`src/design/rlga_pkg.sv`:
```
// Shared widths, coefficients, codes, beat type and clamp functions of the luma converter.
package rlga_pkg;

    localparam int COEF_FRAC_BITS = 14;

    // The forward coefficients are all below one, so they fit in unsigned fraction bits.
    localparam int FCOEF_W = COEF_FRAC_BITS;
    // The inverse coefficients are below four; one more bit carries the sign.
    localparam int ICOEF_W = COEF_FRAC_BITS + 3;
    // Forward products of an 8-bit channel by a coefficient below one.
    localparam int FPROD_W = COEF_FRAC_BITS + 8;
    // Y, U, V and the offset luma, signed, with COEF_FRAC_BITS fraction bits.
    localparam int YUV_W = COEF_FRAC_BITS + 10;
    // Inverse products and sums, signed, with twice the fraction bits.
    localparam int SUM_W = ICOEF_W + YUV_W;

    localparam int OFFSET_W = 13;
    localparam int OFFSET_FRAC_BITS = 4;
    localparam int CFG_DATA_W = OFFSET_W;

    localparam logic REG_MODE_SELECT = 1'b0;
    localparam logic REG_LUMA_OFFSET = 1'b1;

    localparam logic MODE_GRAY = 1'b0;
    localparam logic MODE_ADJUST = 1'b1;

    // Round a coefficient given in thousandths to fixed point.
    function automatic longint coef_fix(input longint milli);
        return ((milli << COEF_FRAC_BITS) + 500) / 1000;
    endfunction

    localparam logic [FCOEF_W-1:0] FC_Y_R = FCOEF_W'(coef_fix(299));
    localparam logic [FCOEF_W-1:0] FC_Y_G = FCOEF_W'(coef_fix(587));
    localparam logic [FCOEF_W-1:0] FC_Y_B = FCOEF_W'(coef_fix(114));
    localparam logic [FCOEF_W-1:0] FC_U_R = FCOEF_W'(coef_fix(147));
    localparam logic [FCOEF_W-1:0] FC_U_G = FCOEF_W'(coef_fix(289));
    localparam logic [FCOEF_W-1:0] FC_U_B = FCOEF_W'(coef_fix(436));
    localparam logic [FCOEF_W-1:0] FC_V_R = FCOEF_W'(coef_fix(615));
    localparam logic [FCOEF_W-1:0] FC_V_G = FCOEF_W'(coef_fix(515));
    localparam logic [FCOEF_W-1:0] FC_V_B = FCOEF_W'(coef_fix(100));

    localparam logic signed [ICOEF_W-1:0] IC_R_V = ICOEF_W'(coef_fix(1139));
    localparam logic signed [ICOEF_W-1:0] IC_G_U = ICOEF_W'(coef_fix(395));
    localparam logic signed [ICOEF_W-1:0] IC_G_V = ICOEF_W'(coef_fix(581));
    localparam logic signed [ICOEF_W-1:0] IC_B_U = ICOEF_W'(coef_fix(2032));

    typedef struct packed {
        logic [7:0]              gray;
        logic signed [YUV_W-1:0] luma;
        logic signed [YUV_W-1:0] chroma_u;
        logic signed [YUV_W-1:0] chroma_v;
    } yuv_beat_t;

    // Clamp a value with COEF_FRAC_BITS fraction bits to 0..255 and truncate it.
    function automatic logic [7:0] clamp_yuv(input logic signed [YUV_W-1:0] x);
        logic [7:0] q;
        if (x[YUV_W-1])
        begin
            q = 8'd0;
        end
        else if (|x[YUV_W-2:COEF_FRAC_BITS+8])
        begin
            q = 8'hFF;
        end
        else
        begin
            q = x[COEF_FRAC_BITS+7:COEF_FRAC_BITS];
        end
        return q;
    endfunction

    // Clamp a value with twice the fraction bits to 0..255 and truncate it.
    function automatic logic [7:0] clamp_sum(input logic signed [SUM_W-1:0] x);
        logic [7:0] q;
        if (x[SUM_W-1])
        begin
            q = 8'd0;
        end
        else if (|x[SUM_W-2:2*COEF_FRAC_BITS+8])
        begin
            q = 8'hFF;
        end
        else
        begin
            q = x[2*COEF_FRAC_BITS+7:2*COEF_FRAC_BITS];
        end
        return q;
    endfunction

endpackage

```
`src/design/rlga_fwd.sv`:
```
// Forward conversion: products in stage one; Y/U/V sums, gray clamp and luma offset in stage two.
module rlga_fwd (
    input  logic                              clk,
    input  logic                              rst_n,
    input  logic                              in_valid,
    output logic                              in_ready,
    input  logic [7:0]                        red,
    input  logic [7:0]                        green,
    input  logic [7:0]                        blue,
    input  logic signed [rlga_pkg::OFFSET_W-1:0] offset,
    output logic                              out_valid,
    input  logic                              out_ready,
    output rlga_pkg::yuv_beat_t               out_beat
);
    import rlga_pkg::*;

    logic               s1_valid_reg;
    logic               s1_valid_next;
    logic               s1_ready;
    logic [FPROD_W-1:0] prod_reg [9];
    logic [FPROD_W-1:0] prod_next [9];

    logic               s2_valid_reg;
    logic               s2_valid_next;
    logic               s2_ready;
    yuv_beat_t          beat_reg;
    yuv_beat_t          beat_next;

    logic signed [YUV_W-1:0] y_sum;
    logic signed [YUV_W-1:0] offset_fix;

    // A stage takes a new beat when it is empty or its beat moves on.
    assign s2_ready = !s2_valid_reg || out_ready;
    assign s1_ready = !s1_valid_reg || s2_ready;
    assign in_ready = s1_ready;

    always_comb
    begin
        s1_valid_next = s1_ready ? in_valid : s1_valid_reg;
        prod_next[0] = FPROD_W'(FC_Y_R * red);
        prod_next[1] = FPROD_W'(FC_Y_G * green);
        prod_next[2] = FPROD_W'(FC_Y_B * blue);
        prod_next[3] = FPROD_W'(FC_U_R * red);
        prod_next[4] = FPROD_W'(FC_U_G * green);
        prod_next[5] = FPROD_W'(FC_U_B * blue);
        prod_next[6] = FPROD_W'(FC_V_R * red);
        prod_next[7] = FPROD_W'(FC_V_G * green);
        prod_next[8] = FPROD_W'(FC_V_B * blue);
    end

    always_comb
    begin
        s2_valid_next = s2_ready ? s1_valid_reg : s2_valid_reg;
        y_sum = $signed(YUV_W'(prod_reg[0]) + YUV_W'(prod_reg[1]) + YUV_W'(prod_reg[2]));
        offset_fix = $signed({{(YUV_W-OFFSET_W){offset[OFFSET_W-1]}}, offset})
                     <<< (COEF_FRAC_BITS - OFFSET_FRAC_BITS);
        beat_next.gray = clamp_yuv(y_sum);
        beat_next.luma = y_sum + offset_fix;
        beat_next.chroma_u = $signed(YUV_W'(prod_reg[5]) - YUV_W'(prod_reg[3])
                                     - YUV_W'(prod_reg[4]));
        beat_next.chroma_v = $signed(YUV_W'(prod_reg[6]) - YUV_W'(prod_reg[7])
                                     - YUV_W'(prod_reg[8]));
    end

    always_ff @(posedge clk or negedge rst_n)
    begin
        if (!rst_n)
        begin
            s1_valid_reg <= 1'b0;
            s2_valid_reg <= 1'b0;
        end
        else
        begin
            s1_valid_reg <= s1_valid_next;
            s2_valid_reg <= s2_valid_next;
        end
    end

    always_ff @(posedge clk)
    begin
        if (s1_ready && in_valid)
        begin
            prod_reg <= prod_next;
        end
        if (s2_ready && s1_valid_reg)
        begin
            beat_reg <= beat_next;
        end
    end

    assign out_valid = s2_valid_reg;
    assign out_beat = beat_reg;

endmodule

```
`src/design/rlga_inv.sv`:
```
// Inverse conversion: chroma products in the third stage, RGB sums, clamp and mode select in the fourth.
module rlga_inv (
    input  logic                clk,
    input  logic                rst_n,
    input  logic                in_valid,
    output logic                in_ready,
    input  rlga_pkg::yuv_beat_t in_beat,
    input  logic                mode,
    output logic                out_valid,
    input  logic                out_ready,
    output logic [7:0]          red,
    output logic [7:0]          green,
    output logic [7:0]          blue
);
    import rlga_pkg::*;

    logic                    s3_valid_reg;
    logic                    s3_valid_next;
    logic                    s3_ready;
    logic [7:0]              gray_reg;
    logic signed [YUV_W-1:0] luma_reg;
    logic signed [SUM_W-1:0] rv_reg;
    logic signed [SUM_W-1:0] gu_reg;
    logic signed [SUM_W-1:0] gv_reg;
    logic signed [SUM_W-1:0] bu_reg;
    logic signed [SUM_W-1:0] rv_next;
    logic signed [SUM_W-1:0] gu_next;
    logic signed [SUM_W-1:0] gv_next;
    logic signed [SUM_W-1:0] bu_next;

    logic                    s4_valid_reg;
    logic                    s4_valid_next;
    logic                    s4_ready;
    logic [7:0]              red_reg;
    logic [7:0]              green_reg;
    logic [7:0]              blue_reg;
    logic [7:0]              red_next;
    logic [7:0]              green_next;
    logic [7:0]              blue_next;

    logic signed [SUM_W-1:0] luma_ext;
    logic signed [SUM_W-1:0] luma_fix;

    assign s4_ready = !s4_valid_reg || out_ready;
    assign s3_ready = !s3_valid_reg || s4_ready;
    assign in_ready = s3_ready;

    always_comb
    begin
        s3_valid_next = s3_ready ? in_valid : s3_valid_reg;
        rv_next = IC_R_V * in_beat.chroma_v;
        gu_next = IC_G_U * in_beat.chroma_u;
        gv_next = IC_G_V * in_beat.chroma_v;
        bu_next = IC_B_U * in_beat.chroma_u;
    end

    always_comb
    begin
        s4_valid_next = s4_ready ? s3_valid_reg : s4_valid_reg;
        luma_ext = {{(SUM_W-YUV_W){luma_reg[YUV_W-1]}}, luma_reg};
        luma_fix = luma_ext <<< COEF_FRAC_BITS;
        if (mode == MODE_ADJUST)
        begin
            red_next = clamp_sum(luma_fix + rv_reg);
            green_next = clamp_sum(luma_fix - gu_reg - gv_reg);
            blue_next = clamp_sum(luma_fix + bu_reg);
        end
        else
        begin
            red_next = gray_reg;
            green_next = gray_reg;
            blue_next = gray_reg;
        end
    end

    always_ff @(posedge clk or negedge rst_n)
    begin
        if (!rst_n)
        begin
            s3_valid_reg <= 1'b0;
            s4_valid_reg <= 1'b0;
        end
        else
        begin
            s3_valid_reg <= s3_valid_next;
            s4_valid_reg <= s4_valid_next;
        end
    end

    always_ff @(posedge clk)
    begin
        if (s3_ready && in_valid)
        begin
            gray_reg <= in_beat.gray;
            luma_reg <= in_beat.luma;
            rv_reg <= rv_next;
            gu_reg <= gu_next;
            gv_reg <= gv_next;
            bu_reg <= bu_next;
        end
        if (s4_ready && s3_valid_reg)
        begin
            red_reg <= red_next;
            green_reg <= green_next;
            blue_reg <= blue_next;
        end
    end

    assign out_valid = s4_valid_reg;
    assign red = red_reg;
    assign green = green_reg;
    assign blue = blue_reg;

endmodule

```
`src/design/rgb_luma_gray_or_adjust.sv`:
```
// Top level of the RGB luma converter: configuration registers, pipeline and checks.
//
// Takes one RGB pixel per beat and returns one RGB pixel per beat. The pixel is
// converted to Y, U and V with BT.601-style fixed-point coefficients. With mode_select
// at 0 all three outputs carry the luma, clamped to 0..255 and truncated. With
// mode_select at 1 the signed luma_offset (in sixteenths) is added to Y, the pixel is
// converted back to RGB, and each channel is clamped to 0..255 and truncated. The
// block is a four-stage pipeline: forward products, Y/U/V sums, inverse products, and
// RGB sums with clamping into the output register. A new pixel is taken every cycle
// while pixel_stall is low. A pixel accepted at a clock edge passes through the
// product, sum, inverse-product and output registers in that order before its
// result is valid on the result channel. Every stage has its own valid bit, so empty
// stages fill up while the output is stalled; pixel_stall rises only when all four
// stages hold a beat and result_stall is high. Configuration writes take effect on
// the next clock edge and should be made only while no pixel is in flight.
module rgb_luma_gray_or_adjust (
    input  logic                              clk,
    input  logic                              rst_n,
    input  logic                              cfg_we,
    input  logic                              cfg_index,
    input  logic [rlga_pkg::CFG_DATA_W-1:0]   cfg_data,
    input  logic                              pixel_valid,
    output logic                              pixel_stall,
    input  logic [7:0]                        red_in,
    input  logic [7:0]                        green_in,
    input  logic [7:0]                        blue_in,
    output logic                              result_valid,
    input  logic                              result_stall,
    output logic [7:0]                        red_out,
    output logic [7:0]                        green_out,
    output logic [7:0]                        blue_out
);
    import rlga_pkg::*;

    logic                       mode_reg;
    logic                       mode_next;
    logic signed [OFFSET_W-1:0] offset_reg;
    logic signed [OFFSET_W-1:0] offset_next;

    logic                       fwd_ready;
    logic                       yuv_valid;
    logic                       yuv_ready;
    yuv_beat_t                  yuv_beat;

    // Register writes; an index with no register behind it is ignored.
    always_comb
    begin
        mode_next = mode_reg;
        offset_next = offset_reg;
        if (cfg_we)
        begin
            case (cfg_index)
                REG_MODE_SELECT: mode_next = cfg_data[0];
                REG_LUMA_OFFSET: offset_next = $signed(cfg_data[OFFSET_W-1:0]);
                default: ;
            endcase
        end
    end

    always_ff @(posedge clk or negedge rst_n)
    begin
        if (!rst_n)
        begin
            mode_reg <= MODE_GRAY;
            offset_reg <= '0;
        end
        else
        begin
            mode_reg <= mode_next;
            offset_reg <= offset_next;
        end
    end

    rlga_fwd u_fwd (
        .clk       (clk),
        .rst_n     (rst_n),
        .in_valid  (pixel_valid),
        .in_ready  (fwd_ready),
        .red       (red_in),
        .green     (green_in),
        .blue      (blue_in),
        .offset    (offset_reg),
        .out_valid (yuv_valid),
        .out_ready (yuv_ready),
        .out_beat  (yuv_beat)
    );

    rlga_inv u_inv (
        .clk       (clk),
        .rst_n     (rst_n),
        .in_valid  (yuv_valid),
        .in_ready  (yuv_ready),
        .in_beat   (yuv_beat),
        .mode      (mode_reg),
        .out_valid (result_valid),
        .out_ready (!result_stall),
        .red       (red_out),
        .green     (green_out),
        .blue      (blue_out)
    );

    assign pixel_stall = !fwd_ready;

`ifndef SYNTHESIS
    // The input side can only be held off when the whole pipeline is full and blocked.
    a_stall_only_when_full: assert property (@(posedge clk) disable iff (!rst_n)
        pixel_stall |-> (result_valid && result_stall && yuv_valid))
        else $error("pixel_stall raised while the pipeline has room");

    a_mode_write: assert property (@(posedge clk) disable iff (!rst_n)
        (cfg_we && cfg_index == REG_MODE_SELECT) |=> (mode_reg == $past(cfg_data[0])))
        else $error("mode_select write not taken");

    a_offset_write: assert property (@(posedge clk) disable iff (!rst_n)
        (cfg_we && cfg_index == REG_LUMA_OFFSET)
        |=> (offset_reg == $signed($past(cfg_data[OFFSET_W-1:0]))))
        else $error("luma_offset write not taken");
`endif

endmodule
```
`config.mk`:
```
export PLATFORM = sky130hd
export DESIGN_NAME = rgb_luma_gray_or_adjust
export DESIGN_NICKNAME = d
export VERILOG_FILES = /design/src/design/rlga_pkg.sv /design/src/design/rlga_fwd.sv /design/src/design/rlga_inv.sv /design/src/design/rgb_luma_gray_or_adjust.sv
export SDC_FILE = /design/constraint.sdc
export NUM_CORES = 2
export LEC_CHECK = 0
export BUFFER_PORTS_ARGS = -buffer_cell sky130_fd_sc_hd__buf_2
export CAP_MARGIN = 20
export CELL_PAD_IN_SITES_DETAIL_PLACEMENT = 1
export CELL_PAD_IN_SITES_GLOBAL_PLACEMENT = 2
export CORE_UTILIZATION = 30
export DETAILED_ROUTE_END_ITERATION = 7
export GPL_TIMING_DRIVEN = 0
export PLACE_DENSITY = 0.6
export SYNTH_ARGS = -nofsm -noshare
export SYNTH_HDL_FRONTEND = slang
export SYNTH_SLANG_ARGS = --single-unit
```
`constraint.sdc`:
```
create_clock -name clk -period 25.7 [get_ports clk]
set_input_delay 5.14 -clock clk [delete_from_list [all_inputs] [get_ports clk]]
set_output_delay 5.14 -clock clk [all_outputs]
set_load 0.005 [all_outputs]
```
==> metrics.md <==
| Metric | Value |
|---|---|
| Max Freq | `88.8 MHz` |
| Area delta synth->final | `10.2%` |
| Asr flop ratio synth | `between 4 and 5%` |
| Clk_skew | `~22 ps` |
| CP endpoint kind | `output pin` |
| Final Cycle Share | `~44%` |
| CP max stage cell | `and3_1` |
| Max clock buf depth | `3` |
| Die area | `186000 sq um` |
| TritonCTS buffer count | `between 50 and 60` |
| Via density | `between 4 and 5` |
| Worst hold path class | `flip-flop to flip-flop` |
| Final #Nets | `between 7000 and 8000` |
| Status | `completed` |
| Dpl hpwl | `between 100000 and 150000 microns` |
| GR Util met1 | `between 20% and 30%` |
| FF+latch count, synth | `442` |
| Clock latency on the worst-skew pair | `around 670 ps` |
| Pins Over Slew Limit | `0` |
| Post-CTS Setup Inserts | `0` |
| Setup TNS | `0 ps` |
| Router iterations before antenna repair | `5` |
| Antenna violations before repair | `14` |
| Die H | `~430 microns` |
| Gr usage total | `between 10% and 20%` |
| Unrepaired setup endpoints after global routing | `no` |
| Core Box Area | `about 180000 sq um` |
| Syn nets | `around 7000` |
| Post-synth top flop | `edfxtp_1` |
| Post-DRT Antenna Nets | `0` |
| Min Tclk post-route | `~11000 ps` |
| GP Congestion | `around 0.84` |
| Fin util | `33.4%` |
| Global route hottest layer | `met2` |
| CP startpoint kind | `input pin` |
| Largest net degree at the start of global routing | `68` |
| Max Cap Viol | `0` |
| CP Max Fanout | `4` |
| Layout cell share with drive strength beyond 1 | `~4.6%` |
| Rows | `between 150 and 200` |
| Routing usage on met3 | `about 2.0%` |
| Die X | `431 microns` |
| Hold-fix buffers, CTS | `0` |
| Most used cell, CP | `buf_2` |
| Detailed Route Iter0 Violations | `1319` |
| R2r setup slk | `18250 ps` |
| Slew HR | `24.0%` |
| Netlist Area Pre-Place | `approximately 55000 sq um` |
| Crit path cell chain | `buf_2 -> and3_1 -> nand3_1 -> inv_1 -> buf_2` |
| Global route overflow | `0` |
| Detailed-route DRC error count | `0` |
| Clock-pin slew on the worst setup and hold paths | `roughly 60 ps` |
| Post-synth EDFFs | `424` |
| Max incr delay on CP | `around 290 ps` |
| TritonCTS clock tree | `yes` |
| Distinct cells, synth | `86` |
| Setup Crit Path Kind | `input pin to output pin` |
| M2 GR Usage | `29.8%` |
| Final setup violation count | `0` |
| IO Port Bufs | `between 60 and 70` |
| Final hold vios | `0` |
| Vias in the first global route | `approximately 40000` |
| Vias | `37455` |
| Syn Area/Cell | `~10 sq um` |
| Synth Instances | `5400` |
| Worst EP arrival | `6120 ps` |
| Starting Density | `about 30%` |
| Clk root buf | `clkbuf_16` |
| Total routed wirelength | `approximately 160000 microns` |
| Register area share after synthesis | `between 20% and 30%` |
| First-pass GRT wire length | `between 200000 and 250000 microns` |
| # IOs | `69` |
| YS warnings | `0` |
| Required time of the critical path | `20560 ps` |
| Quantity of gates resized following cts | `0` |
| Post-Route Hold Slack | `approximately 420 ps` |
| # H-tree levels | `2` |
| CTS sink cnt | `442` |
| Routed wire per std cell | `between 15 and 20 microns` |
| Slew of the pin with the lowest slew margin | `between 1000 and 1500 ps` |
| Max reg flops | `approximately 170` |
[per-stage QoR]
step | setup WS (ps) | cell area, sq um | cells
2_1_floorplan | 12710 | 55100 | 5400
3_3_place_gp | 8760 | 58500 | 7917
3_5_place_dp | 14400 | 58900 | 7930
4_1_cts | 14390 | 60800 | 8038
5_1_grt | 14400 | 60800 | 8040
6_report | 14440 | 60800 | 8040
[worst max-delay path: cells and delay by family]
family / cells / cell delay, ps
simple gates: 2 / 570
buf+inv: 3 / 400
[worst paths after layout]
check,from,to,cells past startpoint
worst max-delay path,result_stall,pixel_stall,5
max in group asynchronous,rst_n,u_fwd.s1_valid_reg,1
min in group asynchronous,rst_n,offset_reg[2],1
worst max register to register,u_fwd.out_beat[18],u_inv.gv_reg[37],21
worst min register to register,u_fwd.out_beat[52],u_inv.luma_reg[4],0
worst min-delay path,u_fwd.out_beat[52],u_inv.luma_reg[4],0
[synthesized netlist by cell type (10+ instances only)]
| cell | instances | area, sq um |
|---|---|---|
| and3_1 | 26 | 163 |
| fa_1 | 530 | 10600 |
| a2111oi_0 | 10 | 87.6 |
| or3_1 | 22 | 138 |
| o21a_1 | 54 | 405 |
| a21oi_1 | 281 | 1410 |
| a31o_2 | 18 | 158 |
| a31oi_1 | 30 | 188 |
| o31a_1 | 15 | 131 |
| ha_1 | 1040 | 13000 |
| o211ai_1 | 19 | 143 |
| nor4_1 | 11 | 68.8 |
| clkbuf_1 | 11 | 41.3 |
| nand3_1 | 54 | 270 |
| nor2b_1 | 45 | 282 |
| o31ai_1 | 14 | 105 |
| o21bai_1 | 59 | 443 |
| a21boi_0 | 22 | 165 |
| edfxtp_1 | 424 | 12700 |
| o21ai_0 | 196 | 981 |
| mux2i_1 | 19 | 190 |
| nand2b_1 | 42 | 263 |
| a21o_1 | 94 | 706 |
| xor2_1 | 108 | 946 |
| nand4_1 | 19 | 119 |
| or2_2 | 25 | 156 |
| dfrtp_1 | 18 | 450 |
| xnor2_1 | 282 | 2470 |
| mux2_2 | 14 | 158 |
| and2_1 | 21 | 131 |
| nand2_1 | 156 | 586 |
| nor3_1 | 90 | 450 |
| nor2_1 | 239 | 897 |
| a211oi_1 | 35 | 263 |
| inv_1 | 1219 | 4580 |
[cell families after synthesis]
kind of cell	synth area share (%)
flip-flops	23.9
XOR/XNOR	6.19
AND/OR/NAND/NOR	6.96
adder cells (fa/ha/maj)	42.9
multiplexers	0.631
buffers and inverters	8.43
AO/OA/AOI/OAI	11.0
[per-layer routing]
layer  vias up  routed length [microns]
met5         -                       41
met4         6                     4150
met3       159                     4160
met2       314                    76600
met1     18545                    72400
li1      18431                        -
[cell type report]
cell class              instances  area [sq um]
diodes                          2          5.00
plain buffers                  16          60.1
clock buffers                  74          1600
clock inverters                34           283
fillers                     20491        121000
inverters                    1222          4590
multi-input cells            3720         37300
flip-flops and latches        442         13200
well taps                    2449          3060
repair buffers                 81           646
[cell usage in the layout (no fill, tap or decap), types with 90 or more instances in the layout]
cell type,count
inv_1,1219
ha_1,1040
fa_1,530
edfxtp_1,424
xnor2_1,282
a21oi_1,281
nor2_1,239
o21ai_0,196
nand2_1,156
xor2_1,108
a21o_1,94
nor3_1,90
Power is left out: the tool's default activity adds up to more than one toggle a clock period on the data nets, which glitch-free logic cannot reach.
